`src/rtl/order_table_matcher_assert.svh`:
```
// assertion macros used by the order table matcher controller
`ifndef ORDER_TABLE_MATCHER_ASSERT_SVH
`define ORDER_TABLE_MATCHER_ASSERT_SVH

// implication checked on every clock edge outside reset
`define OTM_ASSERT_IMP(label, ante, cons, msg) \
  label: assert property (@(posedge clk) disable iff (!rst_n) (ante) |-> (cons)) \
    else $error(msg);

// next-cycle implication checked outside reset
`define OTM_ASSERT_NXT(label, ante, cons, msg) \
  label: assert property (@(posedge clk) disable iff (!rst_n) (ante) |=> (cons)) \
    else $error(msg);

`endif

```
`src/rtl/otm_pkg.sv`:
```
// shared types and codes for the order table matcher
`timescale 1ns / 1ps
package otm_pkg;

  localparam logic [2:0] OP_ADD    = 3'd0;
  localparam logic [2:0] OP_MODIFY = 3'd1;
  localparam logic [2:0] OP_DELETE = 3'd2;
  localparam logic [2:0] OP_VIEW   = 3'd3;
  localparam logic [2:0] OP_MATCH  = 3'd4;

  localparam logic [1:0] ST_DONE      = 2'd0;
  localparam logic [1:0] ST_NOT_FOUND = 2'd1;
  localparam logic [1:0] ST_FULL      = 2'd2;
  localparam logic [1:0] ST_PAIR      = 2'd3;

  localparam logic SIDE_BUY  = 1'b0;
  localparam logic SIDE_SELL = 1'b1;

  typedef struct packed {
    logic [2:0]  op;
    logic        side;
    logic [30:0] order_id;
    logic [31:0] price;
    logic [30:0] quantity;
  } in_item_t;

  typedef struct packed {
    logic [1:0]  status;
    logic [30:0] buy_id;
    logic [30:0] sell_id;
    logic [31:0] found_price;
    logic [30:0] found_quantity;
    logic        last;
  } out_item_t;

  // datapath commands from the controller
  typedef enum logic [3:0] {
    DP_NOP,
    DP_LOAD,      // capture input item, reset scan index
    DP_SCAN_NEXT, // step lookup index
    DP_APPEND,    // write new entry on chosen side
    DP_MODIFY,    // overwrite price and quantity at index
    DP_SHIFT,     // move entry index+1 down to index on chosen side
    DP_SHIFT_BUY, // move buy entry down, index is buy index
    DP_DEC,       // decrement count of chosen side
    DP_DEC_BUY,   // decrement buy count
    DP_SELL_NEXT, // next sell entry, restart buy index
    DP_BUY_NEXT,  // next buy entry
    DP_OUT        // load output register
  } dp_op_t;

  typedef struct packed {
    dp_op_t      op;
    logic [1:0]  status;
    logic        sel_id;    // buy_id from input id
    logic        sel_data;  // price/qty from entry
    logic        sel_pair;  // pair result
    logic        last;
  } dp_cmd_t;

  typedef struct packed {
    logic       full;      // chosen side full
    logic       idx_end;   // index reached chosen count
    logic       id_hit;    // entry at index has input id
    logic       shift_end; // index+1 reached count
    logic       sell_end;  // sell index reached sell count
    logic       buy_end;   // buy index reached buy count
    logic       pair_hit;  // buy entry matches sell entry
    logic       buy_shift_end;
    logic [2:0] op;
  } dp_stat_t;

endpackage

```
`src/rtl/otm_ctrl.sv`:
```
// sequencing state machine for the order table matcher
`timescale 1ns / 1ps
module otm_ctrl import otm_pkg::*; (
  input  logic     clk,
  input  logic     rst_n,
  input  logic     in_valid,
  output logic     in_stall,
  output logic     out_valid,
  input  logic     out_stall,
  input  dp_stat_t stat,
  output dp_cmd_t  cmd
);

  `include "order_table_matcher_assert.svh"

  typedef enum logic [9:0] {
    S_IDLE  = 10'b0000000001,
    S_DISP  = 10'b0000000010,
    S_SCAN  = 10'b0000000100,
    S_SHIFT = 10'b0000001000,
    S_MSELL = 10'b0000010000,
    S_MBUY  = 10'b0000100000,
    S_MSHFT = 10'b0001000000,
    S_WAIT  = 10'b0010000000,
    S_MWAIT = 10'b0100000000,
    S_FIN   = 10'b1000000000
  } state_t;

  state_t state_r, state_nxt;
  logic   ovalid_r, ovalid_nxt;
  logic   free;

  // output register may be loaded when empty or being drained
  assign free      = !ovalid_r || !out_stall;
  assign in_stall  = (state_r != S_IDLE);
  assign out_valid = ovalid_r;

  always_comb begin
    state_nxt  = state_r;
    ovalid_nxt = ovalid_r && out_stall;
    cmd        = '{op: DP_NOP, status: ST_DONE, sel_id: 1'b0, sel_data: 1'b0,
                   sel_pair: 1'b0, last: 1'b1};
    unique case (state_r)
      S_IDLE: if (in_valid) begin
        cmd.op    = DP_LOAD;
        state_nxt = S_DISP;
      end
      S_DISP: if (stat.op == OP_ADD || stat.op == OP_MODIFY || stat.op == OP_DELETE ||
                  stat.op == OP_VIEW) begin
        if (stat.op == OP_ADD) begin
          if (free) begin
            cmd.op     = stat.full ? DP_OUT : DP_APPEND;
            state_nxt  = stat.full ? S_IDLE : S_WAIT;
            cmd.status = ST_FULL;
            cmd.sel_id = 1'b1;
            ovalid_nxt = stat.full ? 1'b1 : ovalid_nxt;
          end
        end else begin
          state_nxt = S_SCAN;
        end
      end else if (stat.op == OP_MATCH) begin
        state_nxt = S_MSELL;
      end else if (free) begin
        cmd.op     = DP_OUT;
        ovalid_nxt = 1'b1;
        state_nxt  = S_IDLE;
      end
      S_SCAN: begin
        cmd.sel_id = 1'b1;
        if (stat.idx_end) begin
          if (free) begin
            cmd.op     = DP_OUT;
            cmd.status = ST_NOT_FOUND;
            ovalid_nxt = 1'b1;
            state_nxt  = S_IDLE;
          end
        end else if (stat.id_hit) begin
          if (stat.op == OP_MODIFY) begin
            cmd.op    = DP_MODIFY;
            state_nxt = S_WAIT;
          end else if (stat.op == OP_DELETE) begin
            state_nxt = S_SHIFT;
          end else if (free) begin
            cmd.op       = DP_OUT;
            cmd.sel_data = 1'b1;
            ovalid_nxt   = 1'b1;
            state_nxt    = S_IDLE;
          end
        end else begin
          cmd.op = DP_SCAN_NEXT;
        end
      end
      S_SHIFT: begin
        if (stat.shift_end) begin
          cmd.op    = DP_DEC;
          state_nxt = S_FIN;
        end else begin
          cmd.op = DP_SHIFT;
        end
      end
      S_FIN: if (free) begin
        cmd.op     = DP_OUT;
        cmd.sel_id = 1'b1;
        ovalid_nxt = 1'b1;
        state_nxt  = S_IDLE;
      end
      S_WAIT: if (free) begin
        // add or modify result; modify shows the entry after the write
        cmd.op       = DP_OUT;
        cmd.sel_id   = 1'b1;
        cmd.sel_data = (stat.op == OP_MODIFY);
        ovalid_nxt   = 1'b1;
        state_nxt    = S_IDLE;
      end
      S_MSELL: begin
        if (stat.sell_end) begin
          if (free) begin
            cmd.op     = DP_OUT;
            ovalid_nxt = 1'b1;
            state_nxt  = S_IDLE;
          end
        end else begin
          state_nxt = S_MBUY;
        end
      end
      S_MBUY: begin
        if (stat.buy_end) begin
          cmd.op    = DP_SELL_NEXT;
          state_nxt = S_MSELL;
        end else if (stat.pair_hit) begin
          if (free) begin
            cmd.op       = DP_OUT;
            cmd.status   = ST_PAIR;
            cmd.sel_pair = 1'b1;
            cmd.last     = 1'b0;
            ovalid_nxt   = 1'b1;
            state_nxt    = S_MSHFT;
          end
        end else begin
          cmd.op = DP_BUY_NEXT;
        end
      end
      S_MSHFT: begin
        if (stat.buy_shift_end) begin
          cmd.op    = DP_DEC_BUY;
          state_nxt = S_MWAIT;
        end else begin
          cmd.op = DP_SHIFT_BUY;
        end
      end
      S_MWAIT: begin
        cmd.op    = DP_SELL_NEXT;
        state_nxt = S_MSELL;
      end
      default: state_nxt = S_IDLE;
    endcase
  end

  always_ff @(posedge clk) begin
    if (!rst_n) begin
      state_r  <= S_IDLE;
      ovalid_r <= 1'b0;
    end else begin
      state_r  <= state_nxt;
      ovalid_r <= ovalid_nxt;
    end
  end

  `OTM_ASSERT_IMP(a_load_idle, cmd.op == DP_OUT, free, "output overwritten while held")
  `OTM_ASSERT_NXT(a_take_busy, in_valid && !in_stall, state_r == S_DISP,
                  "accepted item not dispatched")
  `OTM_ASSERT_NXT(a_out_hold, ovalid_r && out_stall, ovalid_r, "held result dropped")

endmodule
```
`config.mk`:
```
export PLATFORM = sky130hd
export DESIGN_NAME = otm_ctrl
export DESIGN_NICKNAME = d
export VERILOG_FILES = /design/src/rtl/otm_pkg.sv /design/src/rtl/otm_ctrl.sv
export VERILOG_INCLUDE_DIRS = /design/src /design/src/rtl
export SDC_FILE = /design/constraint.sdc
export NUM_CORES = 1
export LEC_CHECK = 0
export BUFFER_PORTS_ARGS = -buffer_cell sky130_fd_sc_hd__buf_2
export CORE_AREA = 2 2 50 56
export DETAILED_ROUTE_END_ITERATION = 10
export DIE_AREA = 0 0 52 58
export PLACE_DENSITY = 0.76
export SETUP_SLACK_MARGIN = 0.1
export SLEW_MARGIN = 25
export SYNTH_ARGS = -nofsm -noshare
export SYNTH_HDL_FRONTEND = slang
export SYNTH_SLANG_ARGS = --single-unit
```
`constraint.sdc`:
```
create_clock -name clk -period 3 [get_ports clk]
set_clock_uncertainty 0.15 [all_clocks]
set_input_delay 0.9 -clock clk [delete_from_list [all_inputs] [get_ports clk]]
set_output_delay 0.9 -clock clk [all_outputs]
set_load 0.03 [all_outputs]
```
== Word level (Yosys, flattened, before mapping) ==
Index checks and enable logic that the tools add are counted.

* Equal/unequal tests: 22
* Multiplexer cells: 68
* Reductions and logical operators: 10

{| class="wikitable"
|+ Operator list
! operator !! count
|-
| $mux 10 || 16
|-
| $pmux 10 s9 || 1
|-
| $mux 4 || 12
|-
| $pmux 4 s9 || 1
|-
| $mux 1 || 19
|-
| $mux 2 || 9
|-
| $mux 7 || 2
|-
| $mux 6 || 2
|-
| $eq 10x1->1 const B || 1
|-
| $eq 10x10->1 const B || 1
|-
| $eq 10x2->1 const B || 1
|-
| $eq 10x3->1 const B || 1
|-
| $eq 10x4->1 const B || 1
|-
| $eq 10x5->1 const B || 1
|-
| $eq 10x6->1 const B || 1
|-
| $eq 10x7->1 const B || 1
|-
| $eq 10x8->1 const B || 1
|-
| $eq 10x9->1 const B || 1
|-
| $ne 10x1->1 const B || 1
|-
| $ne 3x3->1 const B || 3
|-
| $mux 8 || 1
|-
| $reduce_and 7->1 || 1
|-
| $eq 3x2->1 const B || 2
|-
| $ne 2x2->1 const B || 3
|-
| 13 further kinds || 17
|}

* Register bits after elaboration: 11
* Input port bits: 15
* Output and inout port bits: 12
* Word-level logic and storage cells: 102

== Longest topological paths before layout ==
Gate-level depths: netlist of run 1.

* Word-level depth: 8
* Depth in mapped cells: 8
* Mapped depth without buffers: 6

== Worst setup path before layout of run 1 ==
OpenSTA, ideal clock, no wires.

* Path kind: in2out
* Start: input stat[2] in the netlist's numbering
* End: output cmd[3] in the netlist's numbering
* Arrival: 2.286 ns
* Data required time: 1.950 ns
* Slack: -0.336 ns
* Cell stages on the path: 5
* Path buffers: 1
* Path through: clkbuf_2 > nor3_1 > and3_1 > a21oi_1 > o21ai_0

{| class="wikitable"
|+ RTL lines
! what !! line !! text
|-
| start, declared || otm_ctrl.sv:10 || <nowiki>input dp_stat_t stat,</nowiki>
|-
| end, declared || otm_ctrl.sv:11 || <nowiki>output dp_cmd_t cmd</nowiki>
|}

==> results of run 1 <==
==> worst min path at each step <==
stage | endpoint | depth (start not counted)
after floorplan | state_r[3]$_SDFFE_PN0P_ | 4
after global placement | state_r[9]$_SDFFE_PN0P_ | 2
after detailed placement | state_r[4]$_SDFFE_PN0P_ | 3
after CTS | state_r[9]$_SDFFE_PN0P_ | 2
after global routing | state_r[9]$_SDFFE_PN0P_ | 2
final | state_r[9]$_SDFFE_PN0P_ | 2
==> placed cells by master (no fill, tap or decap), types with 4 or more instances in the layout <==
cell type / instances
a21oi_1: 4
a21oi_2: 4
and3_1: 5
buf_2: 14
buf_4: 51
buf_6: 14
dfxtp_2: 4
dfxtp_4: 5
inv_1: 4
nand2_1: 19
nand2b_1: 4
nor2_1: 7
nor2_4: 4
nor2b_1: 4
nor4_2: 4
o21ai_0: 9
o21ai_1: 4
or4_4: 5
==> through the flow <==
step / instances / power, mW / hold slack [ns]
final: 278 / 0.5640 / 0.5326
after detailed placement: 257 / 0.3929 / 0.5512
after global placement: 257 / 0.3881 / 0.5420
after floorplan: 173 / 0.2984 / 0.4565
after CTS: 275 / 0.5296 / 0.5262
after global routing: 278 / 0.5768 / 0.5392
==> final cells by class <==
cell class              instances  share of cell area, %
clock buffers                   4                  1.234
inverters                       5                 0.8813
multi-input cells             145                  53.11
flip-flops and latches         11                  11.46
well taps                      31                  1.821
repair buffers                 82                  31.49
==> routing by layer <==
metal | vias to the layer above | global-route usage (%)
met4 | 0 | 18.80
met5 | - | 0
met1 | 868 | 43.41
met2 | 176 | 63.47
li1 | 796 | -
met3 | 57 | 8.505
==> timing repair <==
item	CTS	global route
gates cloned	0	0
gates resized for setup	45	29
pin swaps	13	22
endpoints found under the setup margin	10	10
setup buffers	14	4
hold buffers	0	0
==> flip-flops by register name, summed over array words and instances, names as in the netlist <==
| register | flops |
|---|---|
| state_r | 10 |
| out_valid | 1 |
==> cells by family after synthesis <==
family / Yosys count / share of synthesized area (%)
compound gates: 43 / 23.39
flops: 11 / 17.44
xor+xnor: 3 / 2.082
mux: 1 / 0.7929
simple gates: 98 / 48.66
buf+inv: 17 / 7.631
==> power breakdown <==
group,internal (mW),leakage [nW],switching (mW)
Clock,0.0516,0.0150,0.0617
Combinational,0.130,0.813,0.163
Sequential,0.150,0.0943,0.00838
==> critical path, stage by stage <==
cell	delay, ns
buf_12	0.11
xnor2_4	0.14
buf_6	0.12
nor3_4	0.23
nor3_2	0.10
o41ai_2	0.31
nand4_1	0.17
buf_6	0.18
==> impl_metrics.xml, run 1 <==
<?xml version="1.0" encoding="UTF-8"?>
<metrics>
  <group name="run_status">
    <metric name="run_status" unit="">finished, violations left</metric>
    <metric name="failed_checks" unit="">setup timing</metric>
  </group>
  <group name="die">
    <metric name="rows" unit="">19</metric>
    <metric name="pin_count" unit="">27</metric>
    <metric name="floorplan.die_area" unit="sq um">3016</metric>
    <metric name="initial_core_util" unit="%">51.56</metric>
    <metric name="die_y" unit="um">58</metric>
    <metric name="floorplan.core_area" unit="sq um">2449</metric>
    <metric name="die-width" unit="um">52</metric>
  </group>
  <group name="placement">
    <metric name="routabilityCongestion" unit="">0.9839</metric>
    <metric name="hpwl" unit="um">3561</metric>
    <metric name="io_buffer_count" unit="">26</metric>
    <metric name="post_placement_setup_slack" unit="ns">-0.2699</metric>
    <metric name="dpl_cell_area" unit="sq um">1710</metric>
  </group>
  <group name="detailed_routing">
    <metric name="m1WireLength" unit="um">2053</metric>
    <metric name="postRouteWirelength" unit="um">6094</metric>
    <metric name="drc" unit="">0</metric>
    <metric name="detail_route.first_pass.iterations" unit="">5</metric>
    <metric name="met3_wirelength" unit="um">694</metric>
    <metric name="drt_iter0_drc" unit="">148</metric>
    <metric name="dr.max_layer_used" unit="">met4</metric>
    <metric name="routed-via-count" unit="">1897</metric>
    <metric name="final_antenna_net_count" unit="">0</metric>
    <metric name="wl_met2" unit="um">2898</metric>
    <metric name="detail_route.wl_per_cell" unit="um">21.92</metric>
    <metric name="drt-vias-per-instance" unit="">6.824</metric>
  </group>
  <group name="pwr">
    <metric name="ir_drop" unit="V">0.0001981</metric>
    <metric name="power.density" unit="nW/um^2">264.9</metric>
    <metric name="power.static_leakage" unit="nW">0.9226</metric>
  </group>
  <group name="layout">
    <metric name="final_core_util" unit="%">86.97</metric>
    <metric name="final_layout_size_suffix_gt1_share" unit="%">57.49</metric>
    <metric name="antenna_cells_inserted" unit="">0</metric>
    <metric name="fin_nets" unit="">263</metric>
    <metric name="register_area" unit="sq um">244.0</metric>
    <metric name="final_cell_area" unit="sq um">2130</metric>
    <metric name="layout-area-overhead-vs-synth" unit="%">68.68</metric>
    <metric name="fill_cells" unit="">116</metric>
    <metric name="multi_input_comb_area" unit="sq um">1131</metric>
  </group>
  <group name="logic_synthesis">
    <metric name="flip_flop_cell_with_the_highest_count_after_synthesis" unit="">dfxtp_1</metric>
    <metric name="synth_area_leader_cell" unit="">dfxtp_1</metric>
    <metric name="ys_async_rst_share" unit="%">0</metric>
    <metric name="synthesis.area" unit="sq um">1262</metric>
    <metric name="synth_edf_count" unit="">0</metric>
    <metric name="synthesized_nets" unit="">188</metric>
    <metric name="synth_seq_area_share" unit="%">17.44</metric>
    <metric name="synth_seq_cells" unit="">11</metric>
    <metric name="synthDistinctLibCells" unit="">59</metric>
    <metric name="synth.yosys.warnings" unit="">0</metric>
    <metric name="netlist_top_cells_area" unit="">dfxtp_1 17%, nand2_1 6.5%, o21ai_0 4.4%</metric>
    <metric name="post_synth_most_frequent_cells" unit="">22 x nand2_1, 12 x nor2_1, 11 x dfxtp_1, 11 x o21ai_0, 8 x a21oi_1</metric>
    <metric name="syn-mean-instance-area" unit="sq um">7.297</metric>
    <metric name="yosysMostFrequentCell" unit="">nand2_1</metric>
    <metric name="synth_top_area_share" unit="%">17.44</metric>
    <metric name="synth_cells" unit="">173</metric>
  </group>
  <group name="setup_path">
    <metric name="worstPathRequired" unit="ns">1.95</metric>
    <metric name="worst_setup_path_end_kind" unit="">primary output</metric>
    <metric name="timing.setup.critical_path_class" unit="">in2out</metric>
    <metric name="endpoint" unit="">cmd[7]</metric>
    <metric name="crit_path_start_kind" unit="">input pin</metric>
    <metric name="critical_path.startpoint" unit="">stat[0]</metric>
    <metric name="r2r-end" unit="">state_r[2]$_SDFFE_PN0P_</metric>
    <metric name="regToRegStartpoint" unit="">state_r[2]$_SDFFE_PN0P_</metric>
    <metric name="critPathMaxFanout" unit="">5</metric>
    <metric name="signal_arrival_time_at_the_worst_endpoint" unit="ns">2.27</metric>
    <metric name="ff2ff_path_depth" unit="">8</metric>
    <metric name="r2r_slack" unit="ns">0.44</metric>
  </group>
  <group name="clock_network">
    <metric name="cts_sinks" unit="">11</metric>
    <metric name="h-tree-depth" unit="">1</metric>
    <metric name="cts_tree" unit="">done</metric>
    <metric name="cts_made_buffers" unit="">3</metric>
    <metric name="cts-root-buf" unit="">clkbuf_4</metric>
    <metric name="longest_clk_path_bufs" unit="">2</metric>
    <metric name="clock_latency" unit="ns">0.28</metric>
    <metric name="clk_transition_reported_paths" unit="ns">0.08</metric>
  </group>
  <group name="sta">
    <metric name="finalSetupViolCount" unit="">10</metric>
    <metric name="tightest_slew" unit="ns">0.8975</metric>
    <metric name="worst_slew_margin_relative_to_its_limit" unit="%">38.62</metric>
    <metric name="period_needed" unit="ns">3.319</metric>
    <metric name="fmax" unit="MHz">301.3</metric>
    <metric name="timing.final.hold_violations" unit="">0</metric>
    <metric name="fin_tns_setup" unit="ns">-1.369</metric>
    <metric name="final_critical_path_setup_slack" unit="ns">-0.3193</metric>
    <metric name="grt_setup_unrepaired" unit="">true</metric>
    <metric name="maxSlewViolCount" unit="">0</metric>
    <metric name="final_min_period_over_clock_period" unit="%">110.6</metric>
  </group>
  <group name="grt">
    <metric name="global_route_wire_length_before_repair" unit="um">8397</metric>
    <metric name="antenna_found_initial" unit="">0</metric>
    <metric name="grt_start_max_net_pins" unit="">13</metric>
    <metric name="globalRouteOverflowTotal" unit="">0</metric>
    <metric name="vias_in_the_first_global_route" unit="">1757</metric>
    <metric name="globalRouteTotalUtil" unit="%">37.39</metric>
  </group>
  <group name="min_path">
    <metric name="class_of_the_tightest_hold_or_removal_check" unit="">reg2reg</metric>
    <metric name="hp-start" unit="">state_r[9]$_SDFFE_PN0P_</metric>
  </group>
  <group name="flow_run">
    <metric name="drv.max_cap_violation_count" unit="">0</metric>
  </group>
</metrics>
Power figures use the tool's default switching activity.
==> run 2: changes to the inputs <==
--- a/config.mk
+++ b/config.mk
@@ -7,10 +7,10 @@
 export NUM_CORES = 1
 export LEC_CHECK = 0
 export BUFFER_PORTS_ARGS = -buffer_cell sky130_fd_sc_hd__buf_2
-export CORE_AREA = 2 2 50 56
+export CORE_AREA = 2 2 49 56
 export DETAILED_ROUTE_END_ITERATION = 10
-export DIE_AREA = 0 0 52 58
-export PLACE_DENSITY = 0.76
+export DIE_AREA = 0 0 51 58
+export PLACE_DENSITY = 0.77
 export SETUP_SLACK_MARGIN = 0.1
 export SLEW_MARGIN = 25
 export SYNTH_ARGS = -nofsm -noshare
==> constraint.sdc (replaced) <==
create_clock -name clk -period 3.85 [get_ports clk]
set_clock_uncertainty 0.15 [all_clocks]
set_input_delay 1.155 -clock clk [delete_from_list [all_inputs] [get_ports clk]]
set_output_delay 1.155 -clock clk [all_outputs]
set_load 0.03 [all_outputs]
==> run 2 against run 1 <==
  * The flow now finishes without violations
  * Register-to-register slack improved by 1.1 ns
  * Clock power fell by 24%
  * Global-route usage fell by 7.4 points
  * Setup slack improved by 0.47 ns
  * Final cell count fell by 18%
  * Flip-flop and latch count did not move
  * Sequential power fell by 19%
  * Routed wire length fell by 32%
  * Utilization fell by 24 points
  * Final area fell by 29%
  * Via count fell by 21%
  * Critical path depth did not move
==> impl_metrics.xml, run 2 (same netlist as run 1, synthesis figures left out) <==
<?xml version="1.0" encoding="UTF-8"?>
<metrics>
  <group name="run_status">
    <metric name="run_status" unit="">completed</metric>
  </group>
  <group name="layout">
    <metric name="final_layout_size_suffix_gt1_share" unit="%">32.83</metric>
    <metric name="layout.cells.most_common" unit="">buf_2</metric>
    <metric name="final_core_util" unit="%">62.90</metric>
    <metric name="fin_nets" unit="">214</metric>
    <metric name="layout.cells.non_filler" unit="">229</metric>
    <metric name="fill_cells" unit="">223</metric>
    <metric name="max_reg_flops" unit="">10</metric>
    <metric name="layout-area-overhead-vs-synth" unit="%">19.62</metric>
    <metric name="antenna_cells_inserted" unit="">0</metric>
    <metric name="layout_common_cells" unit="">22 x buf_2, 21 x nand2_1, 11 x nor2_1</metric>
    <metric name="largest-register" unit="">state_r</metric>
  </group>
  <group name="setup_path">
    <metric name="crit_path_start_kind" unit="">input pin</metric>
    <metric name="critical_path.slowest_cell" unit="">o21a_1</metric>
    <metric name="cp_cell_sequence" unit="">buf_2 -&gt; xnor2_2 -&gt; o21a_1 -&gt; o21ai_2 -&gt; nand2_1 -&gt; a21oi_2 -&gt; o211ai_1 -&gt; buf_4</metric>
    <metric name="critPathMaxFanout" unit="">6</metric>
    <metric name="cp_slowest_stage_delay" unit="ns">0.20</metric>
    <metric name="worst_setup_path_end_kind" unit="">primary output</metric>
    <metric name="timing.setup.critical_path_class" unit="">in2out</metric>
    <metric name="signal_arrival_time_at_the_worst_endpoint" unit="ns">2.39</metric>
    <metric name="worstPathRequired" unit="ns">2.54</metric>
  </group>
  <group name="die">
    <metric name="rows" unit="">19</metric>
    <metric name="initial_core_util" unit="%">52.58</metric>
    <metric name="die-width" unit="um">51</metric>
    <metric name="die_y" unit="um">58</metric>
    <metric name="pin_count" unit="">27</metric>
    <metric name="floorplan.die_area" unit="sq um">2958</metric>
    <metric name="floorplan.core_area" unit="sq um">2401</metric>
  </group>
  <group name="clock_network">
    <metric name="cts-root-buf" unit="">clkbuf_4</metric>
    <metric name="cts_sinks" unit="">11</metric>
    <metric name="h-tree-depth" unit="">1</metric>
    <metric name="clk_transition_reported_paths" unit="ns">0.07</metric>
    <metric name="clock_latency" unit="ns">0.29</metric>
    <metric name="cts_made_buffers" unit="">3</metric>
    <metric name="post-cts-setup-buffers" unit="">0</metric>
    <metric name="longest_clk_path_bufs" unit="">2</metric>
    <metric name="cts_tree" unit="">done</metric>
  </group>
  <group name="pwr">
    <metric name="ir_drop" unit="V">0.0002287</metric>
    <metric name="total_switching_power" unit="uW">150.8</metric>
    <metric name="internal-power" unit="uW">218.6</metric>
    <metric name="power.share.combinational" unit="%">42.1</metric>
    <metric name="power.share.clock" unit="%">23.3</metric>
    <metric name="power.static_leakage" unit="nW">0.6305</metric>
    <metric name="sw_frac_of_total" unit="%">40.82</metric>
    <metric name="proportion_of_power_drawn_by_flip_flops_and_latches" unit="%">34.6</metric>
    <metric name="power.density" unit="nW/um^2">244.5</metric>
  </group>
  <group name="detailed_routing">
    <metric name="drt_iter0_drc" unit="">77</metric>
    <metric name="routed-via-count" unit="">1496</metric>
    <metric name="drt-vias-per-instance" unit="">6.533</metric>
    <metric name="detail_route.wl_per_cell" unit="um">18.03</metric>
    <metric name="detail_route.first_pass.iterations" unit="">5</metric>
    <metric name="final_antenna_net_count" unit="">0</metric>
    <metric name="drc" unit="">0</metric>
    <metric name="postRouteWirelength" unit="um">4130</metric>
  </group>
  <group name="flow_run">
    <metric name="drv.max_cap_violation_count" unit="">0</metric>
  </group>
  <group name="placement">
    <metric name="hpwl" unit="um">3096</metric>
    <metric name="io_buffer_count" unit="">26</metric>
    <metric name="cell_total_after_placement" unit="">225</metric>
    <metric name="routabilityCongestion" unit="">0.9518</metric>
  </group>
  <group name="sta">
    <metric name="final_min_period_over_clock_period" unit="%">96.01</metric>
    <metric name="fmax" unit="MHz">270.5</metric>
    <metric name="worst_slew_margin_relative_to_its_limit" unit="%">53.43</metric>
    <metric name="fin_tns_setup" unit="ns">0</metric>
    <metric name="timing.final.hold_violations" unit="">0</metric>
    <metric name="finalSetupViolCount" unit="">0</metric>
    <metric name="maxSlewViolCount" unit="">0</metric>
    <metric name="tightest_slew" unit="ns">0.6810</metric>
    <metric name="grt_setup_unrepaired" unit="">false</metric>
    <metric name="period_needed" unit="ns">3.696</metric>
  </group>
  <group name="grt">
    <metric name="globalRouteOverflowTotal" unit="">0</metric>
    <metric name="globalRouteTotalUtil" unit="%">29.97</metric>
    <metric name="global_route_wire_length_before_repair" unit="um">6617</metric>
    <metric name="vias_in_the_first_global_route" unit="">1412</metric>
    <metric name="grt_start_max_net_pins" unit="">14</metric>
    <metric name="antenna_found_initial" unit="">0</metric>
  </group>
  <group name="min_path">
    <metric name="class_of_the_tightest_hold_or_removal_check" unit="">reg2reg</metric>
  </group>
</metrics>
[run 2: cell count changes in the layout (fill, tap and decap cells not counted), moves of 4 or more]
| cell | change |
|---|---|
| buf_4 | -42 |
| buf_2 | +8 |
| nor2_1 | +4 |
| buf_6 | -14 |
| dfxtp_1 | +8 |
| dfxtp_4 | -5 |
[run 2: worst paths after layout]
| check | depth (start not counted) | end | start | slack, ns |
|---|---|---|---|---|
| min reg2reg | 2 | state_r[7]$_SDFFE_PN0P_ | state_r[7]$_SDFFE_PN0P_ | 0.51 |
| max reg2reg | 6 | state_r[3]$_SDFFE_PN0P_ | state_r[0]$_SDFFE_PN1P_ | 1.50 |
| max | 8 | cmd[6] | stat[1] | 0.15 |
| min | 2 | state_r[7]$_SDFFE_PN0P_ | state_r[7]$_SDFFE_PN0P_ | 0.51 |
[run 2: power groups by stage]
stage / Combinational [mW] / Clock, mW / Sequential (mW)
4_1_cts: 0.144 / 0.0874 / 0.127
3_5_place_dp: 0.143 / 0 / 0.130
3_3_place_gp: 0.142 / 0 / 0.130
6_report: 0.156 / 0.0860 / 0.128
5_1_grt: 0.166 / 0.0904 / 0.129
2_1_floorplan: 0.0999 / 0 / 0.128
[run 2: metal layers]
layer  GRT usage (%)  wire length (um)  vias up
met1           36.17              1556      673
li1                -                 -      699
met5               0                 0        -
met4           19.31               164        0
met3           5.412               428       18
met2           48.61              1981      106
[run 2: through the flow]
step	area [sq um]	hold WS (ns)	worst slack, ns	total power, mW
after floorplan	1262	0.4565	0.1522	0.2282
final	1510	0.5137	0.1537	0.3693
after global routing	1510	0.5748	0.005131	0.3853
after CTS	1438	0.5022	0.1156	0.3588
after detailed placement	1406	0.4888	0.03685	0.2731
after global placement	1406	0.4860	0.05298	0.2720
[run 2: critical path: cells and delay by family]
| family | cells | cell delay, ns |
|---|---|---|
| AOI/OAI and AO/OA | 4 | 0.61 |
| xor gates and xnor gates | 1 | 0.17 |
| buffers and inverters | 2 | 0.37 |
| and+or+nand+nor | 1 | 0.10 |
[run 2: timing repair]
action                                  CTS  global route
resized for setup                         1            22
hold buffers                              0             0
pin swaps                                 0             1
endpoints found under the setup margin    1             4
[run 2: cell type report]
| type | count | area (sq um) | area share, % |
|---|---|---|---|
| sequential | 11 | 221.5 | 14.66 |
| inverter | 5 | 18.77 | 1.243 |
| multi-input combinational | 145 | 1012 | 67.03 |
| tap | 31 | 38.79 | 2.568 |
| clock buffer | 4 | 26.28 | 1.740 |
| timing repair buffer | 33 | 192.7 | 12.76 |
==> run 3: changes to the inputs <==
==> constraint.sdc (replaced) <==
create_clock -name clk -period 3.85 [get_ports clk]
set_clock_uncertainty 0.15 [all_clocks]
set_input_delay 0 -clock clk [delete_from_list [all_inputs] [get_ports clk]]
set_output_delay 0 -clock clk [all_outputs]
set_load 0.03 [all_outputs]
==> run 3 against run 2 <==
  * Combinational power decreased by 3%
  * Register-to-register slack got worse by 0.61 ns
  * Sequential power about the same
  * Die area unchanged
  * Largest power group unchanged
  * Largest cell class unchanged
  * Count of clock-buffer cells in the layout unchanged
  * Non-clock buffer count increased by 6
  * Via count increased by 1.1%
  * Utilization decreased by 0.10 points
  * First-iteration DRC count increased by 18%
  * Critical path type is now reg2reg
==> impl_metrics.xml, run 3 (same netlist as run 1, synthesis figures left out) <==
<?xml version="1.0" encoding="UTF-8"?>
<metrics>
  <group name="pwr">
    <metric name="power.density" unit="nW/um^2">246.3</metric>
    <metric name="power.static_leakage" unit="nW">0.6353</metric>
    <metric name="ir_drop" unit="V">0.0002253</metric>
  </group>
  <group name="setup_path">
    <metric name="ff2ff_path_depth" unit="">8</metric>
    <metric name="regToRegStartpoint" unit="">state_r[4]$_SDFFE_PN0P_</metric>
    <metric name="timing.setup.critical_path_class" unit="">reg2reg</metric>
    <metric name="r2r_slack" unit="ns">0.89</metric>
    <metric name="timing.critical_path.max_delay_family" unit="">simple AND/OR/NAND/NOR gates</metric>
    <metric name="endpoint" unit="">state_r[3]$_SDFFE_PN0P_</metric>
    <metric name="worstPathRequired" unit="ns">3.94</metric>
    <metric name="cp_cell_sequence" unit="">or4_1 -&gt; nor2_1 -&gt; nand3b_1 -&gt; nor2_1 -&gt; nand2_1 -&gt; dlygate4sd3_1 -&gt; o21ai_1 -&gt; dlygate4sd3_1</metric>
    <metric name="cp_slowest_stage_delay" unit="ns">0.64</metric>
    <metric name="critical_path.slowest_cell" unit="">or4_1</metric>
    <metric name="crit_path_start_kind" unit="">flip-flop</metric>
    <metric name="critical_path.startpoint" unit="">state_r[4]$_SDFFE_PN0P_</metric>
    <metric name="signal_arrival_time_at_the_worst_endpoint" unit="ns">3.05</metric>
    <metric name="worst_setup_path_end_kind" unit="">flip-flop</metric>
    <metric name="timing.critical_path.buf_inv" unit="">2</metric>
    <metric name="r2r-end" unit="">state_r[3]$_SDFFE_PN0P_</metric>
    <metric name="worstSetupPathDepth" unit="">8</metric>
    <metric name="critPathMaxFanout" unit="">10</metric>
  </group>
  <group name="detailed_routing">
    <metric name="drt-vias-per-instance" unit="">6.434</metric>
    <metric name="drc" unit="">0</metric>
    <metric name="final_antenna_net_count" unit="">0</metric>
    <metric name="detail_route.wl_per_cell" unit="um">17.54</metric>
    <metric name="drt_iter0_drc" unit="">91</metric>
    <metric name="detail_route.first_pass.iterations" unit="">4</metric>
    <metric name="postRouteWirelength" unit="um">4123</metric>
    <metric name="routed-via-count" unit="">1512</metric>
  </group>
  <group name="clock_network">
    <metric name="clk_transition_reported_paths" unit="ns">0.09</metric>
    <metric name="cts-root-buf" unit="">clkbuf_4</metric>
    <metric name="longest_clk_path_bufs" unit="">2</metric>
    <metric name="cts_sinks" unit="">11</metric>
    <metric name="cts_tree" unit="">done</metric>
    <metric name="cts_resized" unit="">0</metric>
    <metric name="h-tree-depth" unit="">1</metric>
    <metric name="post-cts-setup-buffers" unit="">0</metric>
    <metric name="clock_latency" unit="ns">0.29</metric>
    <metric name="cts_hold_buffers" unit="">12</metric>
    <metric name="cts_made_buffers" unit="">3</metric>
  </group>
  <group name="sta">
    <metric name="fin_tns_setup" unit="ns">0</metric>
    <metric name="worst_slew_margin_relative_to_its_limit" unit="%">47.85</metric>
    <metric name="final_min_period_over_clock_period" unit="%">76.94</metric>
    <metric name="maxSlewViolCount" unit="">0</metric>
    <metric name="period_needed" unit="ns">2.962</metric>
    <metric name="timing.final.hold_violations" unit="">0</metric>
    <metric name="tightest_slew" unit="ns">0.7625</metric>
    <metric name="finalSetupViolCount" unit="">0</metric>
    <metric name="fmax" unit="MHz">337.6</metric>
    <metric name="grt_setup_unrepaired" unit="">false</metric>
  </group>
  <group name="grt">
    <metric name="globalRouteOverflowTotal" unit="">0</metric>
    <metric name="antenna_found_initial" unit="">0</metric>
    <metric name="grt_start_max_net_pins" unit="">14</metric>
    <metric name="global_route_wire_length_before_repair" unit="um">6534</metric>
    <metric name="vias_in_the_first_global_route" unit="">1383</metric>
    <metric name="globalRouteTotalUtil" unit="%">29.45</metric>
  </group>
  <group name="placement">
    <metric name="routabilityCongestion" unit="">0.9728</metric>
    <metric name="io_buffer_count" unit="">26</metric>
    <metric name="cell_total_after_placement" unit="">219</metric>
    <metric name="hpwl" unit="um">2991</metric>
  </group>
  <group name="die">
    <metric name="pin_count" unit="">27</metric>
    <metric name="die-width" unit="um">51</metric>
    <metric name="die_y" unit="um">58</metric>
    <metric name="floorplan.core_area" unit="sq um">2401</metric>
    <metric name="rows" unit="">19</metric>
    <metric name="floorplan.die_area" unit="sq um">2958</metric>
    <metric name="initial_core_util" unit="%">52.58</metric>
  </group>
  <group name="layout">
    <metric name="register_area" unit="sq um">220.2</metric>
    <metric name="largest-register" unit="">state_r</metric>
    <metric name="layout_common_cells" unit="">26 x buf_2, 22 x nand2_1, 12 x nor2_1, 12 x dlygate4sd3_1</metric>
    <metric name="fill_cells" unit="">218</metric>
    <metric name="antenna_cells_inserted" unit="">0</metric>
    <metric name="final_layout_size_suffix_gt1_share" unit="%">22.06</metric>
    <metric name="layout-area-overhead-vs-synth" unit="%">19.43</metric>
    <metric name="multi_input_comb_area" unit="sq um">945.9</metric>
    <metric name="max_reg_flops" unit="">10</metric>
    <metric name="layout.cells.most_common" unit="">buf_2</metric>
    <metric name="layout.cells.non_filler" unit="">235</metric>
    <metric name="fin_nets" unit="">220</metric>
  </group>
  <group name="min_path">
    <metric name="class_of_the_tightest_hold_or_removal_check" unit="">in2reg</metric>
  </group>
  <group name="flow_run">
    <metric name="drv.max_cap_violation_count" unit="">0</metric>
  </group>
  <group name="run_status">
    <metric name="run_status" unit="">completed</metric>
  </group>
</metrics>
-- run 3: report_power, final --
part	switching [mW]	internal [mW]	leakage, nW
combinational	0.0932	0.0581	0.531
clock	0.0491	0.0403	0.0150
sequential	0.0116	0.119	0.0891
total	0.154	0.217	0.635
-- run 3: worst min-delay path, delay by kind of cell --
family                 cells  cell delay [ns]
AO/OA/AOI/OAI              1             0.11
AND/OR/NAND/NOR            2             0.23
buffers and inverters      1             0.08
-- run 3: stage by stage --
step                worst slack, ns  utilization [%]  hold WS (ns)  instance area (sq um)  power, mW
floorplan                     1.513                -     -0.005952                   1262     0.2282
global placement              1.534            56.70        0.1555                   1361     0.2681
detailed placement            1.524            56.70        0.1619                   1361     0.2686
CTS                          0.9932            62.79       0.01525                   1508     0.3613
global route                 0.7857            62.79       0.05356                   1508     0.3858
finish                       0.8879            62.79      0.007092                   1508     0.3713
-- run 3: worst min path at each step --
stage          slack (ns)  depth (start not counted)                       to  startpoint
3_5_place_dp         0.16                          2  state_r[0]$_SDFFE_PN1P_       rst_n
5_1_grt              0.05                          3  state_r[2]$_SDFFE_PN0P_     stat[9]
4_1_cts              0.02                          4     out_valid$_SDFF_PN0_   out_stall
3_3_place_gp         0.16                          4  state_r[3]$_SDFFE_PN0P_     stat[7]
6_report            0.007                          4     out_valid$_SDFF_PN0_   out_stall
2_1_floorplan      -0.006                          2  state_r[3]$_SDFFE_PN0P_       rst_n
-- run 3: metal layers --
| metal | share of wire [%] | up-vias | global-route usage [%] |
|---|---|---|---|
| met5 | 0 | - | 0 |
| met4 | 4.3 | 0 | 16.22 |
| met3 | 11 | 23 | 3.608 |
| met2 | 46 | 111 | 46.94 |
| met1 | 39 | 673 | 38.46 |
| li1 | - | 705 | - |
-- run 3: area by class of cell --
| class | instances | area share, % |
|---|---|---|
| multi-input combinational | 145 | 62.74 |
| timing repair buffer | 39 | 17.10 |
| sequential | 11 | 14.61 |
| tap | 31 | 2.573 |
| clock buffer | 4 | 1.743 |
| inverter | 5 | 1.245 |
